### src/fbm_pkg.sv
`default_nettype none
package fbm_pkg;

	// Map geometry.
	localparam int DIRECT_ENTRIES    = 8;
	localparam int ENTRIES_PER_INDEX = 32;
	localparam int SECTOR_BYTES      = 128;
	localparam int TOTAL_SECTORS     = 1024;

	// Field and register widths.
	localparam int SIZE_W   = 18;
	localparam int PTR_W    = 11;
	localparam int SC_W     = 11;
	localparam int SB_SHIFT = $clog2(SECTOR_BYTES);
	localparam int IDX_W    = $clog2(ENTRIES_PER_INDEX);
	localparam int SEC_W    = $clog2(TOTAL_SECTORS);
	localparam int DIR_W    = (DIRECT_ENTRIES > 1) ? $clog2(DIRECT_ENTRIES) : 1;
	localparam int N_W      = SIZE_W - SB_SHIFT + 1;
	localparam int HELD_W   = N_W + 1;
	localparam int CNT_W    = $clog2(TOTAL_SECTORS + 1);
	localparam int BM_W     = 32;
	localparam int BIT_W    = $clog2(BM_W);
	localparam int BMA_W    = SEC_W - BIT_W;
	localparam int ST_AW    = SEC_W + IDX_W;
	localparam int SGL_END  = DIRECT_ENTRIES + ENTRIES_PER_INDEX;
	localparam int MAP_LIMIT = SGL_END + ENTRIES_PER_INDEX * ENTRIES_PER_INDEX;

	typedef enum logic [1:0] {
		ACT_ALLOC = 2'd0,
		ACT_GROW  = 2'd1,
		ACT_XLATE = 2'd2,
		ACT_FREE  = 2'd3
	} act_t;

	// Datapath micro-operations, one per cycle.
	typedef enum logic [5:0] {
		OP_NONE,
		OP_LOAD,
		OP_CLR_BM,
		OP_TK_RD,
		OP_TK_ADV,
		OP_TK_SET,
		OP_REL_RD,
		OP_REL_WR,
		OP_INIT_ALLOC,
		OP_INIT_GROW,
		OP_SET_BC,
		OP_FINISH_EXT,
		OP_DIRECT_WR,
		OP_SET_SINGLE,
		OP_SET_DOUBLE,
		OP_SET_BLK_NEW,
		OP_FILL,
		OP_ST_RD_DBL,
		OP_ST_RD_SGL,
		OP_ST_RD_BLK,
		OP_BLK_FROM_RD,
		OP_WR_DBL_ENTRY,
		OP_WR_SINGLE_DATA,
		OP_WR_BLK_DATA,
		OP_CUR_INC,
		OP_INIT_FREE,
		OP_REL_DIRECT,
		OP_REL_FROM_RD,
		OP_REL_BLK,
		OP_REL_SINGLE,
		OP_REL_DOUBLE,
		OP_CLEAR_MAP,
		OP_TR_INIT,
		OP_RES_OK,
		OP_RES_FAIL,
		OP_RES_DIRECT,
		OP_RES_RD,
		OP_EMIT
	} dp_op_t;

	typedef struct packed {
		dp_op_t op;
	} dp_cmd_t;

	typedef struct packed {
		act_t act;
		logic clr_last;
		logic fits;
		logic enough_alloc;
		logic enough_grow;
		logic size_le_bc;
		logic n_le_sc;
		logic at_end;
		logic reg_direct;
		logic reg_single;
		logic single_absent;
		logic double_absent;
		logic rd_absent;
		logic fill_last;
		logic grp_last;
		logic word_full;
		logic rel_invalid;
		logic out_free;
	} dp_stat_t;

	// Sectors held by a map of n data sectors, index blocks included.
	function automatic logic [HELD_W-1:0] held_for(input logic [N_W-1:0] n);
		logic [N_W-1:0] r;
		r = n - N_W'(SGL_END);
		if (n <= N_W'(DIRECT_ENTRIES))
			return HELD_W'(n);
		else if (n <= N_W'(SGL_END))
			return HELD_W'(n) + HELD_W'(1);
		else
			return HELD_W'(n) + HELD_W'(2) + HELD_W'(r[N_W-1:IDX_W])
				+ HELD_W'(|r[IDX_W-1:0]);
	endfunction

endpackage
`default_nettype wire

### src/fbm_ctrl.sv
`default_nettype none
module fbm_ctrl import fbm_pkg::*; (
	input  wire logic     clk,
	input  wire logic     arst_n,
	input  wire logic     req_valid,
	output logic          req_stall,
	input  wire dp_stat_t stat,
	output dp_cmd_t       cmd
);

	typedef enum logic [5:0] {
		S_CLEAR, S_IDLE, S_DECIDE,
		S_EXT, S_EXT_DW, S_SGL_NEW, S_SGL_DW, S_DBL_NEW, S_DBL_CHK,
		S_BLK_NEW, S_BLK_LINK, S_BLK_DW, S_EXT_NEXT, S_FILL,
		S_TK_RD, S_TK_CHK, S_REL_RD, S_REL_WR,
		S_FR, S_FR_DBL, S_FR_CLR, S_FR_RDREL, S_FR_BLK, S_FR_BLKRD,
		S_FR_DREL, S_FR_GRP, S_FR_NEXT,
		S_TR, S_TR_BLK, S_TR_BLKRD, S_TR_RES,
		S_OK, S_FAIL, S_EMIT
	} state_t;

	state_t state_q, state_d;
	state_t ret_q, ret_d;

	// State and return register.
	always_ff @(posedge clk or negedge arst_n) begin
		if (!arst_n) begin
			state_q <= S_CLEAR;
			ret_q   <= S_IDLE;
		end else begin
			state_q <= state_d;
			ret_q   <= ret_d;
		end
	end

	assign req_stall = (state_q != S_IDLE);

	// Sequencing of the datapath operations.
	always_comb begin
		state_d = state_q;
		ret_d   = ret_q;
		cmd.op  = OP_NONE;
		unique case (state_q)
			S_CLEAR: begin
				cmd.op = OP_CLR_BM;
				if (stat.clr_last) state_d = S_IDLE;
			end
			S_IDLE: begin
				if (req_valid) begin
					cmd.op  = OP_LOAD;
					state_d = S_DECIDE;
				end
			end
			S_DECIDE: begin
				unique case (stat.act)
					ACT_ALLOC: begin
						if (stat.fits && stat.enough_alloc) begin
							cmd.op  = OP_INIT_ALLOC;
							state_d = S_EXT;
						end else begin
							state_d = S_FAIL;
						end
					end
					ACT_GROW: begin
						priority if (!stat.fits) begin
							state_d = S_FAIL;
						end else if (stat.size_le_bc) begin
							state_d = S_OK;
						end else if (stat.n_le_sc) begin
							cmd.op  = OP_SET_BC;
							state_d = S_OK;
						end else if (stat.enough_grow) begin
							cmd.op  = OP_INIT_GROW;
							state_d = S_EXT;
						end else begin
							state_d = S_FAIL;
						end
					end
					ACT_XLATE: begin
						cmd.op  = OP_TR_INIT;
						state_d = S_TR;
					end
					ACT_FREE: begin
						cmd.op  = OP_INIT_FREE;
						state_d = S_FR;
					end
				endcase
			end
			// Extend the map by one data sector per pass.
			S_EXT: begin
				priority if (stat.at_end) begin
					cmd.op  = OP_FINISH_EXT;
					state_d = S_OK;
				end else if (stat.reg_direct) begin
					ret_d   = S_EXT_DW;
					state_d = S_TK_RD;
				end else if (stat.reg_single) begin
					ret_d   = stat.single_absent ? S_SGL_NEW : S_SGL_DW;
					state_d = S_TK_RD;
				end else if (stat.double_absent) begin
					ret_d   = S_DBL_NEW;
					state_d = S_TK_RD;
				end else begin
					cmd.op  = OP_ST_RD_DBL;
					state_d = S_DBL_CHK;
				end
			end
			S_EXT_DW: begin
				cmd.op  = OP_DIRECT_WR;
				state_d = S_EXT_NEXT;
			end
			S_SGL_NEW: begin
				cmd.op  = OP_SET_SINGLE;
				ret_d   = S_EXT;
				state_d = S_FILL;
			end
			S_SGL_DW: begin
				cmd.op  = OP_WR_SINGLE_DATA;
				state_d = S_EXT_NEXT;
			end
			S_DBL_NEW: begin
				cmd.op  = OP_SET_DOUBLE;
				ret_d   = S_EXT;
				state_d = S_FILL;
			end
			S_DBL_CHK: begin
				if (stat.rd_absent) begin
					ret_d = S_BLK_NEW;
				end else begin
					cmd.op = OP_BLK_FROM_RD;
					ret_d  = S_BLK_DW;
				end
				state_d = S_TK_RD;
			end
			S_BLK_NEW: begin
				cmd.op  = OP_SET_BLK_NEW;
				ret_d   = S_BLK_LINK;
				state_d = S_FILL;
			end
			S_BLK_LINK: begin
				cmd.op  = OP_WR_DBL_ENTRY;
				ret_d   = S_BLK_DW;
				state_d = S_TK_RD;
			end
			S_BLK_DW: begin
				cmd.op  = OP_WR_BLK_DATA;
				state_d = S_EXT_NEXT;
			end
			S_EXT_NEXT: begin
				cmd.op  = OP_CUR_INC;
				state_d = S_EXT;
			end
			// Mark every entry of a fresh index block absent.
			S_FILL: begin
				cmd.op = OP_FILL;
				if (stat.fill_last) state_d = ret_q;
			end
			// Take the lowest free sector.
			S_TK_RD: begin
				cmd.op  = OP_TK_RD;
				state_d = S_TK_CHK;
			end
			S_TK_CHK: begin
				if (stat.word_full) begin
					cmd.op  = OP_TK_ADV;
					state_d = S_TK_RD;
				end else begin
					cmd.op  = OP_TK_SET;
					state_d = ret_q;
				end
			end
			// Release one sector.
			S_REL_RD: begin
				if (stat.rel_invalid) begin
					state_d = ret_q;
				end else begin
					cmd.op  = OP_REL_RD;
					state_d = S_REL_WR;
				end
			end
			S_REL_WR: begin
				cmd.op  = OP_REL_WR;
				state_d = ret_q;
			end
			// Free the whole map.
			S_FR: begin
				priority if (stat.at_end) begin
					cmd.op  = OP_REL_SINGLE;
					ret_d   = S_FR_DBL;
					state_d = S_REL_RD;
				end else if (stat.reg_direct) begin
					cmd.op  = OP_REL_DIRECT;
					ret_d   = S_FR_NEXT;
					state_d = S_REL_RD;
				end else if (stat.reg_single) begin
					cmd.op  = OP_ST_RD_SGL;
					state_d = S_FR_RDREL;
				end else begin
					cmd.op  = OP_ST_RD_DBL;
					state_d = S_FR_BLK;
				end
			end
			S_FR_DBL: begin
				cmd.op  = OP_REL_DOUBLE;
				ret_d   = S_FR_CLR;
				state_d = S_REL_RD;
			end
			S_FR_CLR: begin
				cmd.op  = OP_CLEAR_MAP;
				state_d = S_OK;
			end
			S_FR_RDREL: begin
				cmd.op  = OP_REL_FROM_RD;
				ret_d   = S_FR_NEXT;
				state_d = S_REL_RD;
			end
			S_FR_BLK: begin
				cmd.op  = OP_BLK_FROM_RD;
				state_d = S_FR_BLKRD;
			end
			S_FR_BLKRD: begin
				cmd.op  = OP_ST_RD_BLK;
				state_d = S_FR_DREL;
			end
			S_FR_DREL: begin
				cmd.op  = OP_REL_FROM_RD;
				ret_d   = S_FR_GRP;
				state_d = S_REL_RD;
			end
			S_FR_GRP: begin
				if (stat.grp_last) begin
					cmd.op  = OP_REL_BLK;
					ret_d   = S_FR_NEXT;
					state_d = S_REL_RD;
				end else begin
					state_d = S_FR_NEXT;
				end
			end
			S_FR_NEXT: begin
				cmd.op  = OP_CUR_INC;
				state_d = S_FR;
			end
			// Translate an offset.
			S_TR: begin
				priority if (stat.at_end) begin
					state_d = S_FAIL;
				end else if (stat.reg_direct) begin
					cmd.op  = OP_RES_DIRECT;
					state_d = S_EMIT;
				end else if (stat.reg_single) begin
					cmd.op  = OP_ST_RD_SGL;
					state_d = S_TR_RES;
				end else begin
					cmd.op  = OP_ST_RD_DBL;
					state_d = S_TR_BLK;
				end
			end
			S_TR_BLK: begin
				cmd.op  = OP_BLK_FROM_RD;
				state_d = S_TR_BLKRD;
			end
			S_TR_BLKRD: begin
				cmd.op  = OP_ST_RD_BLK;
				state_d = S_TR_RES;
			end
			S_TR_RES: begin
				cmd.op  = OP_RES_RD;
				state_d = S_EMIT;
			end
			S_OK: begin
				cmd.op  = OP_RES_OK;
				state_d = S_EMIT;
			end
			S_FAIL: begin
				cmd.op  = OP_RES_FAIL;
				state_d = S_EMIT;
			end
			S_EMIT: begin
				if (stat.out_free) begin
					cmd.op  = OP_EMIT;
					state_d = S_IDLE;
				end
			end
			default: state_d = S_IDLE;
		endcase
	end

endmodule
`default_nettype wire

### config.mk
export PLATFORM = sky130hd
export DESIGN_NAME = fbm_ctrl
export DESIGN_NICKNAME = d
export VERILOG_FILES = /design/src/fbm_pkg.sv /design/src/fbm_ctrl.sv
export SDC_FILE = /design/constraint.sdc
export NUM_CORES = 1
export LEC_CHECK = 0
export BUFFER_PORTS_ARGS = -buffer_cell sky130_fd_sc_hd__buf_2
export CAP_MARGIN = 10
export CORE_UTILIZATION = 55
export CTS_CLUSTER_DIAMETER = 80
export DETAILED_ROUTE_END_ITERATION = 8
export HOLD_SLACK_MARGIN = 0.02
export PLACE_DENSITY_LB_ADDON = 0.08
export SLEW_MARGIN = 20
export SYNTH_ARGS = -nofsm -noshare
export SYNTH_HDL_FRONTEND = slang
export SYNTH_SLANG_ARGS = --single-unit
### constraint.sdc
create_clock -name clk -period 5.1 [get_ports clk]
set_input_delay 0.51 -clock clk [delete_from_list [all_inputs] [get_ports clk]]
set_output_delay 0.51 -clock clk [all_outputs]
set_load 0.01 [all_outputs]
== Word-level counts from Yosys, hierarchy flattened ==
Cells that the tools add are included.
Word-level totals
  flip-flop bits (word level): 12
  bits of input ports: 22
  output and inout port bits: 7
Operators by class
  equality and inequality tests: 45
  multiplexer cells: 56
  reductions and logical operators: 16
Operator list (count)
  one-hot mux 6 bit (30 select lines): 1
  one-hot mux 6 bit (25 select lines): 1
  2-to-1 mux 6 bit: 23
  equality test 6 x 5 -> 1 bit (second input constant): 16
  one-hot mux 6 bit (10 select lines): 1
  equality test 6 x 4 -> 1 bit (second input constant): 8
  one-hot mux 6 bit (4 select lines): 2
  2-to-1 mux 5 bit: 7
  2-to-1 mux 4 bit: 8
  equality test 6 x 3 -> 1 bit (second input constant): 4
  2-to-1 mux 3 bit: 6
  equality test 6 x 2 -> 1 bit (second input constant): 2
  equality test 6 bit (second input constant): 2
  inequality test 2 bit (second input constant): 6
  OR reduction 2 bit: 6
  OR reduction 3 bit: 4
  2-to-1 mux 2 bit: 5
  nonzero test 10 bit: 1
  equality test 6 x 1 -> 1 bit (second input constant): 1
  zero test 6 bit: 1
  inequality test 6 x 1 -> 1 bit (second input constant): 1
  AND reduction 5 bit: 1
  equality test 2 bit (second input constant): 2
  inequality test 4 bit (second input constant): 1
  other kinds (6): 7

== Logic depth before layout (Yosys ltp) ==
Gate-level depths: netlist of the first run.
  depth in word-level cells: 6
  mapped depth: 9
  depth with buffers taken out: 6

== Worst setup path after synthesis of the first run ==
No wires, ideal clock.
  path kind: register -> output
  start point: reg state_q[3]
  end point: out cmd[1] (netlist bit)
  data arrival time: 1703 ps
  setup slack: 2887 ps
  stages on the path, launching flop included: 8
  buffers on the path: 1
  cells stage by stage: dfrtp_1 buf_6 or4_4 nor2_4 nand3_2 nor3b_1 nor3_1 o21ai_1
RTL lines
  from (decl): RTL line fbm_ctrl.sv:22  | state_t state_q, state_d;
  from (signal assigned): RTL line fbm_ctrl.sv:31  | state_q <= state_d;
  to (decl): RTL line fbm_ctrl.sv:8  | output dp_cmd_t cmd

==> run summary, run 1 <==
ys async rst share -> 100.0%
CP top delay family -> simple AND/OR/NAND/NOR gates
Die Wd -> 61.04 um
Peak Freq -> 0.3062 GHz
Synth cell types -> 68
core region area -> 3337 um^2
crit path time final -> 3.266 ns
Ports -> 29
Arrival @ worst endpoint -> 2.76 ns
R2R depth -> 5
routed via count -> 2,372
CP cell instances -> or4_4 -> nor2_4 -> nand3_2 -> nor3b_1 -> nor3_1 -> o21ai_1 -> buf_2
row cnt -> 21
synth warn -> 0
CP Launch Point -> state_q[2]
clk buf depth -> 2
Root Buffer -> clkbuf_4
Seq cells post-synth -> 11
initial antenna violation count -> 0
Total Wirelength -> 6649 um
final worst path period share -> 64.04%
CTS resizes -> 0
reg2reg end -> ret_q[1]
syn_nets -> 307
Post-Layout Inst Area -> 2032 um^2
ys flop type -> dfrtp_1
Slew Limit Fails -> 0
commonest non-fill, non-tap cell in the layout -> nand2_1
fillers -> 346
vias in the first global route -> 2,102
pin count of the biggest net entering global routing -> 35
crit-path max FO -> 33
Detailed Route Iter0 Violations -> 540
max_cap viols -> 0
Critical Path Source Type -> flip-flop
Vias/cell -> 6.976
Worst Hold Class -> in -> async
Setup WS post-layout -> 1.834 ns
total negative setup slack -> 0 ns
drt first pass iters -> 7
WL per Instance -> 19.56 um
Req. time, crit path -> 4.59 ns
Post-CTS Hold Buffers -> 0
CTS Sinks -> 11
GPL Wtd Cong -> 0.9985
crit path buf inv count -> 1
reg2reg setup slack -> 2.38 ns
worst slew pin tran -> 1.074 ns
# diodes -> 0
TritonCTS buffer count -> 3
CTS tree -> done
slowest CP cell -> dfrtp_1
layout cells sized above 1 -> 15.99%
RSZ-0062 raised after global routing -> no
Clock transition at path regs -> 0.07 ns
CP peak stage delay -> 0.78 ns
Post-Place Cell Area -> 2006 um^2
Mapped Cells -> 285
final antenna-violating net count -> 0
Post-CTS Repair Setup Buffers -> 0
nets -> 317
number of synthesized flops with an enable pin -> 0
Cell Pwr Density -> 593.6 nW/um^2
Rel. slew slack -> 28.39%
outcome -> completed
VDD IR-drop max -> 0.4511 mV
DIE AREA -> 3725 um^2
final hold viol count -> 0
syn_area_per_cell -> 6.726 um^2
P_leak -> 0.7796 nW
Critical Path End Type -> primary output
critical path class -> reg -> out
gr ovfl total -> 0
post-route insts no fill -> 340
synthesis-to-finish area growth -> 6.005%
number of I/O port buffers -> 28
height of the die -> 61.04 um
first-pass GRT wire length -> 10,500 um
Initial Util -> 57.44%
Mapped Area -> 1917 um^2
dpl ws -> 2.161 ns
Clock Skew -> 0.008879 ns
hpwl dp -> 4995 um
H-tree levels -> 1
DRC Markers -> 0
later-pin clock latency in the skew report -> 0.27 ns
dpl cells -> 336
Tot GR Track Use -> 38.40%
Seq/Total Area, Yosys -> 14.43%
most frequent cells in the layout -> nand2_1 (34), buf_2 (28), nor2_1 (25)
final setup violating endpoints -> 0
reg2reg start -> state_q[0]
## how the worst max path moves through the flow
stage | cells after the start | slack (ns) | end
after global placement | 7 | 2.15 | cmd[1]
after CTS | 7 | 1.86 | cmd[1]
after floorplan | 7 | 2.89 | cmd[1]
after global routing | 7 | 1.62 | cmd[3]
final | 7 | 1.83 | cmd[1]
after detailed placement | 7 | 2.16 | cmd[1]
## layout make-up
cell class | instances | area (um^2) | area share, %
multi-input cells | 241 | 1490 | 73.34
repair buffers | 29 | 147.6 | 7.266
well taps | 46 | 57.56 | 2.833
clock buffers | 4 | 26.28 | 1.293
inverters | 9 | 33.78 | 1.663
flip-flops and latches | 11 | 276.5 | 13.61
## power by group
| part | switching (W) | internal [W] |
|---|---|---|
| combinational | 0.000537 | 0.000352 |
| sequential | 0.000130 | 0.000128 |
| clock | 0.0000288 | 0.0000303 |
| total | 0.000696 | 0.000510 |
## sequential cells by signal (all words and copies together), names as in the netlist
name     flops
ret_q        5
state_q      6
## Yosys cell counts (all sizes together) (3+ instances only)
master	n	area, um^2
a22oi	4	30.03
mux2	4	45.04
nand3	12	65.06
o21ai	31	155.2
a31oi	7	43.79
nand2b	8	50.05
nand2	34	127.6
a21oi	20	100.1
or2	5	31.28
o2111ai	3	26.28
nor2b	6	37.54
nor2	28	131.4
a2bb2oi	3	26.28
inv	8	30.03
clkbuf	7	26.28
dfrtp	10	250.2
a32oi	6	52.55
o22ai	8	50.05
nor3	10	60.06
o221ai	7	67.56
or2b	3	22.52
buf	17	90.09
## through the flow
step	total power [W]	hold slack, ns	utilization, %
final	0.001206	0.09068	60.89
after floorplan	0.0009014	0.2144	-
after global placement	0.001117	0.3876	60.11
after CTS	0.001173	0.09492	60.89
after global routing	0.001296	0.1182	60.89
after detailed placement	0.001110	0.3911	60.11
## kinds of logic (layout without fill, tap and decap cells)
group / after synthesis / after routing / share of synthesized area, %
flip-flops: 11 / 11 / 14.43
buffers and inverters: 33 / 42 / 7.833
multiplexers: 6 / 6 / 3.394
XOR/XNOR: 3 / 3 / 1.371
AND/OR/NAND/NOR: 119 / 119 / 33.03
AO/OA/AOI/OAI: 113 / 113 / 39.95
## routing by layer
metal,vias to the layer above,GRT usage [%],wire length (um)
li1,1101,-,-
met2,181,59.78,2995
met5,-,0,0
met3,32,9.664,736
met1,1058,51.49,2645
met4,0,13.96,272
## worst reg2reg max path: cells and delay by family, from the launching register on
| kind | cells | cell delay, ns |
|---|---|---|
| simple gates | 3 | 0.99 |
| flops | 1 | 0.88 |
| buf+inv | 1 | 0.39 |
| mux | 1 | 0.34 |
Power figures use the tool's default switching activity.
==> run 2: changes to the inputs <==
--- a/config.mk
+++ b/config.mk
@@ -7,7 +7,7 @@
 export LEC_CHECK = 0
 export BUFFER_PORTS_ARGS = -buffer_cell sky130_fd_sc_hd__buf_2
 export CAP_MARGIN = 10
-export CORE_UTILIZATION = 55
+export CORE_UTILIZATION = 52
 export CTS_CLUSTER_DIAMETER = 80
 export DETAILED_ROUTE_END_ITERATION = 8
 export HOLD_SLACK_MARGIN = 0.02
==> constraint.sdc (replaced) <==
create_clock -name clk -period 2.8 [get_ports clk]
set_input_delay 0.28 -clock clk [delete_from_list [all_inputs] [get_ports clk]]
set_output_delay 0.28 -clock clk [all_outputs]
set_load 0.01 [all_outputs]
==> run summary, run 2 (synthesis results as in run 1) <==
gr ovfl total -> 0
Worst Hold Class -> in -> reg
CP Launch Point -> state_q[2]
GPL Wtd Cong -> 1.021
RSZ-0062 raised after global routing -> no
post-route insts no fill -> 355
reg2reg setup slack -> 0.41 ns
worst setup path endpoint -> cmd[0]
row cnt -> 21
Root Buffer -> clkbuf_8
combinational power share -> 76.6%
Tot GR Track Use -> 36.86%
nets -> 332
Post-CTS Repair Setup Buffers -> 0
later-pin clock latency in the skew report -> 0.23 ns
Pwr Total -> 0.002414 W
Clock transition at path regs -> 0.05 ns
R2R depth -> 7
DRC Markers -> 0
outcome -> completed
fillers -> 330
Detailed Route Iter0 Violations -> 516
P_sw -> 0.001338 W
Arrival @ worst endpoint -> 2.45 ns
Slew Limit Fails -> 0
hpwl dp -> 5473 um
CTS Sinks -> 11
Post-Layout Inst Area -> 2176 um^2
drt first pass iters -> 5
layout cells sized above 1 -> 20.39%
Clock Skew -> 0.005450 ns
final setup violating endpoints -> 0
commonest non-fill, non-tap cell in the layout -> nand2_1
Req. time, crit path -> 2.52 ns
switching share of power -> 55.41%
final worst path period share -> 97.39%
final antenna-violating net count -> 0
reg2reg end -> state_q[0]
Rel. slew slack -> 57.64%
number of I/O port buffers -> 28
Total Wirelength -> 7017 um
DIE AREA -> 3933 um^2
CTS tree -> done
P_leak -> 0.8711 nW
worst slew pin tran -> 0.6354 ns
dpl cells -> 350
routed via count -> 2,481
pin count of the biggest net entering global routing -> 21
max_cap viols -> 0
register area -> 277.8 um^2
WL per Instance -> 19.77 um
Initial Util -> 55.69%
Vias/cell -> 6.989
final hold viol count -> 0
vias in the first global route -> 2,288
clk buf depth -> 2
Ports -> 29
Largest regs -> state_q x6, ret_q x5
H-tree levels -> 1
Critical Path Source Type -> flip-flop
VDD IR-drop max -> 0.6711 mV
multi-input logic area -> 1499 um^2
crit-path max FO -> 12
total negative setup slack -> 0 ns
most frequent cells in the layout -> nand2_1 (34), buf_2 (28), nor2_1 (25)
Peak Freq -> 0.3667 GHz
synthesis-to-finish area growth -> 13.51%
crit path time final -> 2.727 ns
initial antenna violation count -> 0
TritonCTS buffer count -> 3
Post-Place Cell Area -> 2111 um^2
first-pass GRT wire length -> 11,360 um
Pint -> 0.001076 W
clock share of power -> 6.3%
# diodes -> 0
height of the die -> 62.72 um
Cell Pwr Density -> 1109 nW/um^2
core region area -> 3442 um^2
Die Wd -> 62.72 um
number of flip-flops in the largest register -> 6
Reg with most FFs -> state_q
critical path class -> reg -> out
Critical Path End Type -> primary output
Seq pwr share -> 17.1%
reg2reg start -> state_q[0]
## run 2: cell type report
cell class | instances | area share (%)
tap | 46 | 2.645
multi-input combinational | 241 | 68.89
sequential | 11 | 12.77
clock buffer | 4 | 2.070
inverter | 9 | 1.553
timing repair buffer | 44 | 12.08
## run 2: worst min path at each step
stage / start / end / slack, ns / cells after the start
final: stat[16] / state_q[0] / 0.43 / 3
after global routing: stat[16] / state_q[0] / 0.42 / 3
after CTS: stat[16] / state_q[0] / 0.41 / 3
after detailed placement: arst_n / ret_q[2] / 0.16 / 1
after global placement: arst_n / state_q[3] / 0.16 / 1
after floorplan: arst_n / ret_q[1] / -0.02 / 0
## run 2: repair_timing
item | CTS | global route
setup endpoints to repair | 0 | 3
endpoints found under the hold margin | 10 | 0
resized for setup | 0 | 4
hold buffers | 1 | 0
## run 2: power by group through the flow
| stage | Sequential [W] | Combinational (W) | Clock [W] |
|---|---|---|---|
| floorplan | 0.000280 | 0.00136 | 0 |
| global placement | 0.000403 | 0.00180 | 0 |
| detailed placement | 0.000402 | 0.00178 | 0 |
| CTS | 0.000399 | 0.00179 | 0.000156 |
| global route | 0.000417 | 0.00200 | 0.000165 |
| finish | 0.000414 | 0.00185 | 0.000152 |
## run 2: through the flow
step	util, %	worst slack, ns	hold slack, ns
finish	63.21	0.07299	0.4298
floorplan	-	0.8170	-0.01559
CTS	62.92	0.07022	0.4076
detailed placement	61.32	0.3255	0.1571
global route	63.21	0.0005367	0.4167
global placement	61.32	0.2503	0.1570
## run 2: metal layers
layer  track usage, %  up-vias  share of wire, %
met5                0        -                 0
met4            19.77        0               4.5
met3            7.299       31                12
met2            54.08      198                43
met1            50.39     1124                40
li1                 -     1128                 -
## run 2: worst max-delay path, cell delays in order, from the launching register on
cell       delay (ns)
dfrtp_1          0.55
or4_4            0.67
nor2_4           0.22
nand2_1          0.09
o32ai_1          0.21
a311oi_1         0.14
o2111ai_1        0.16
buf_2            0.17
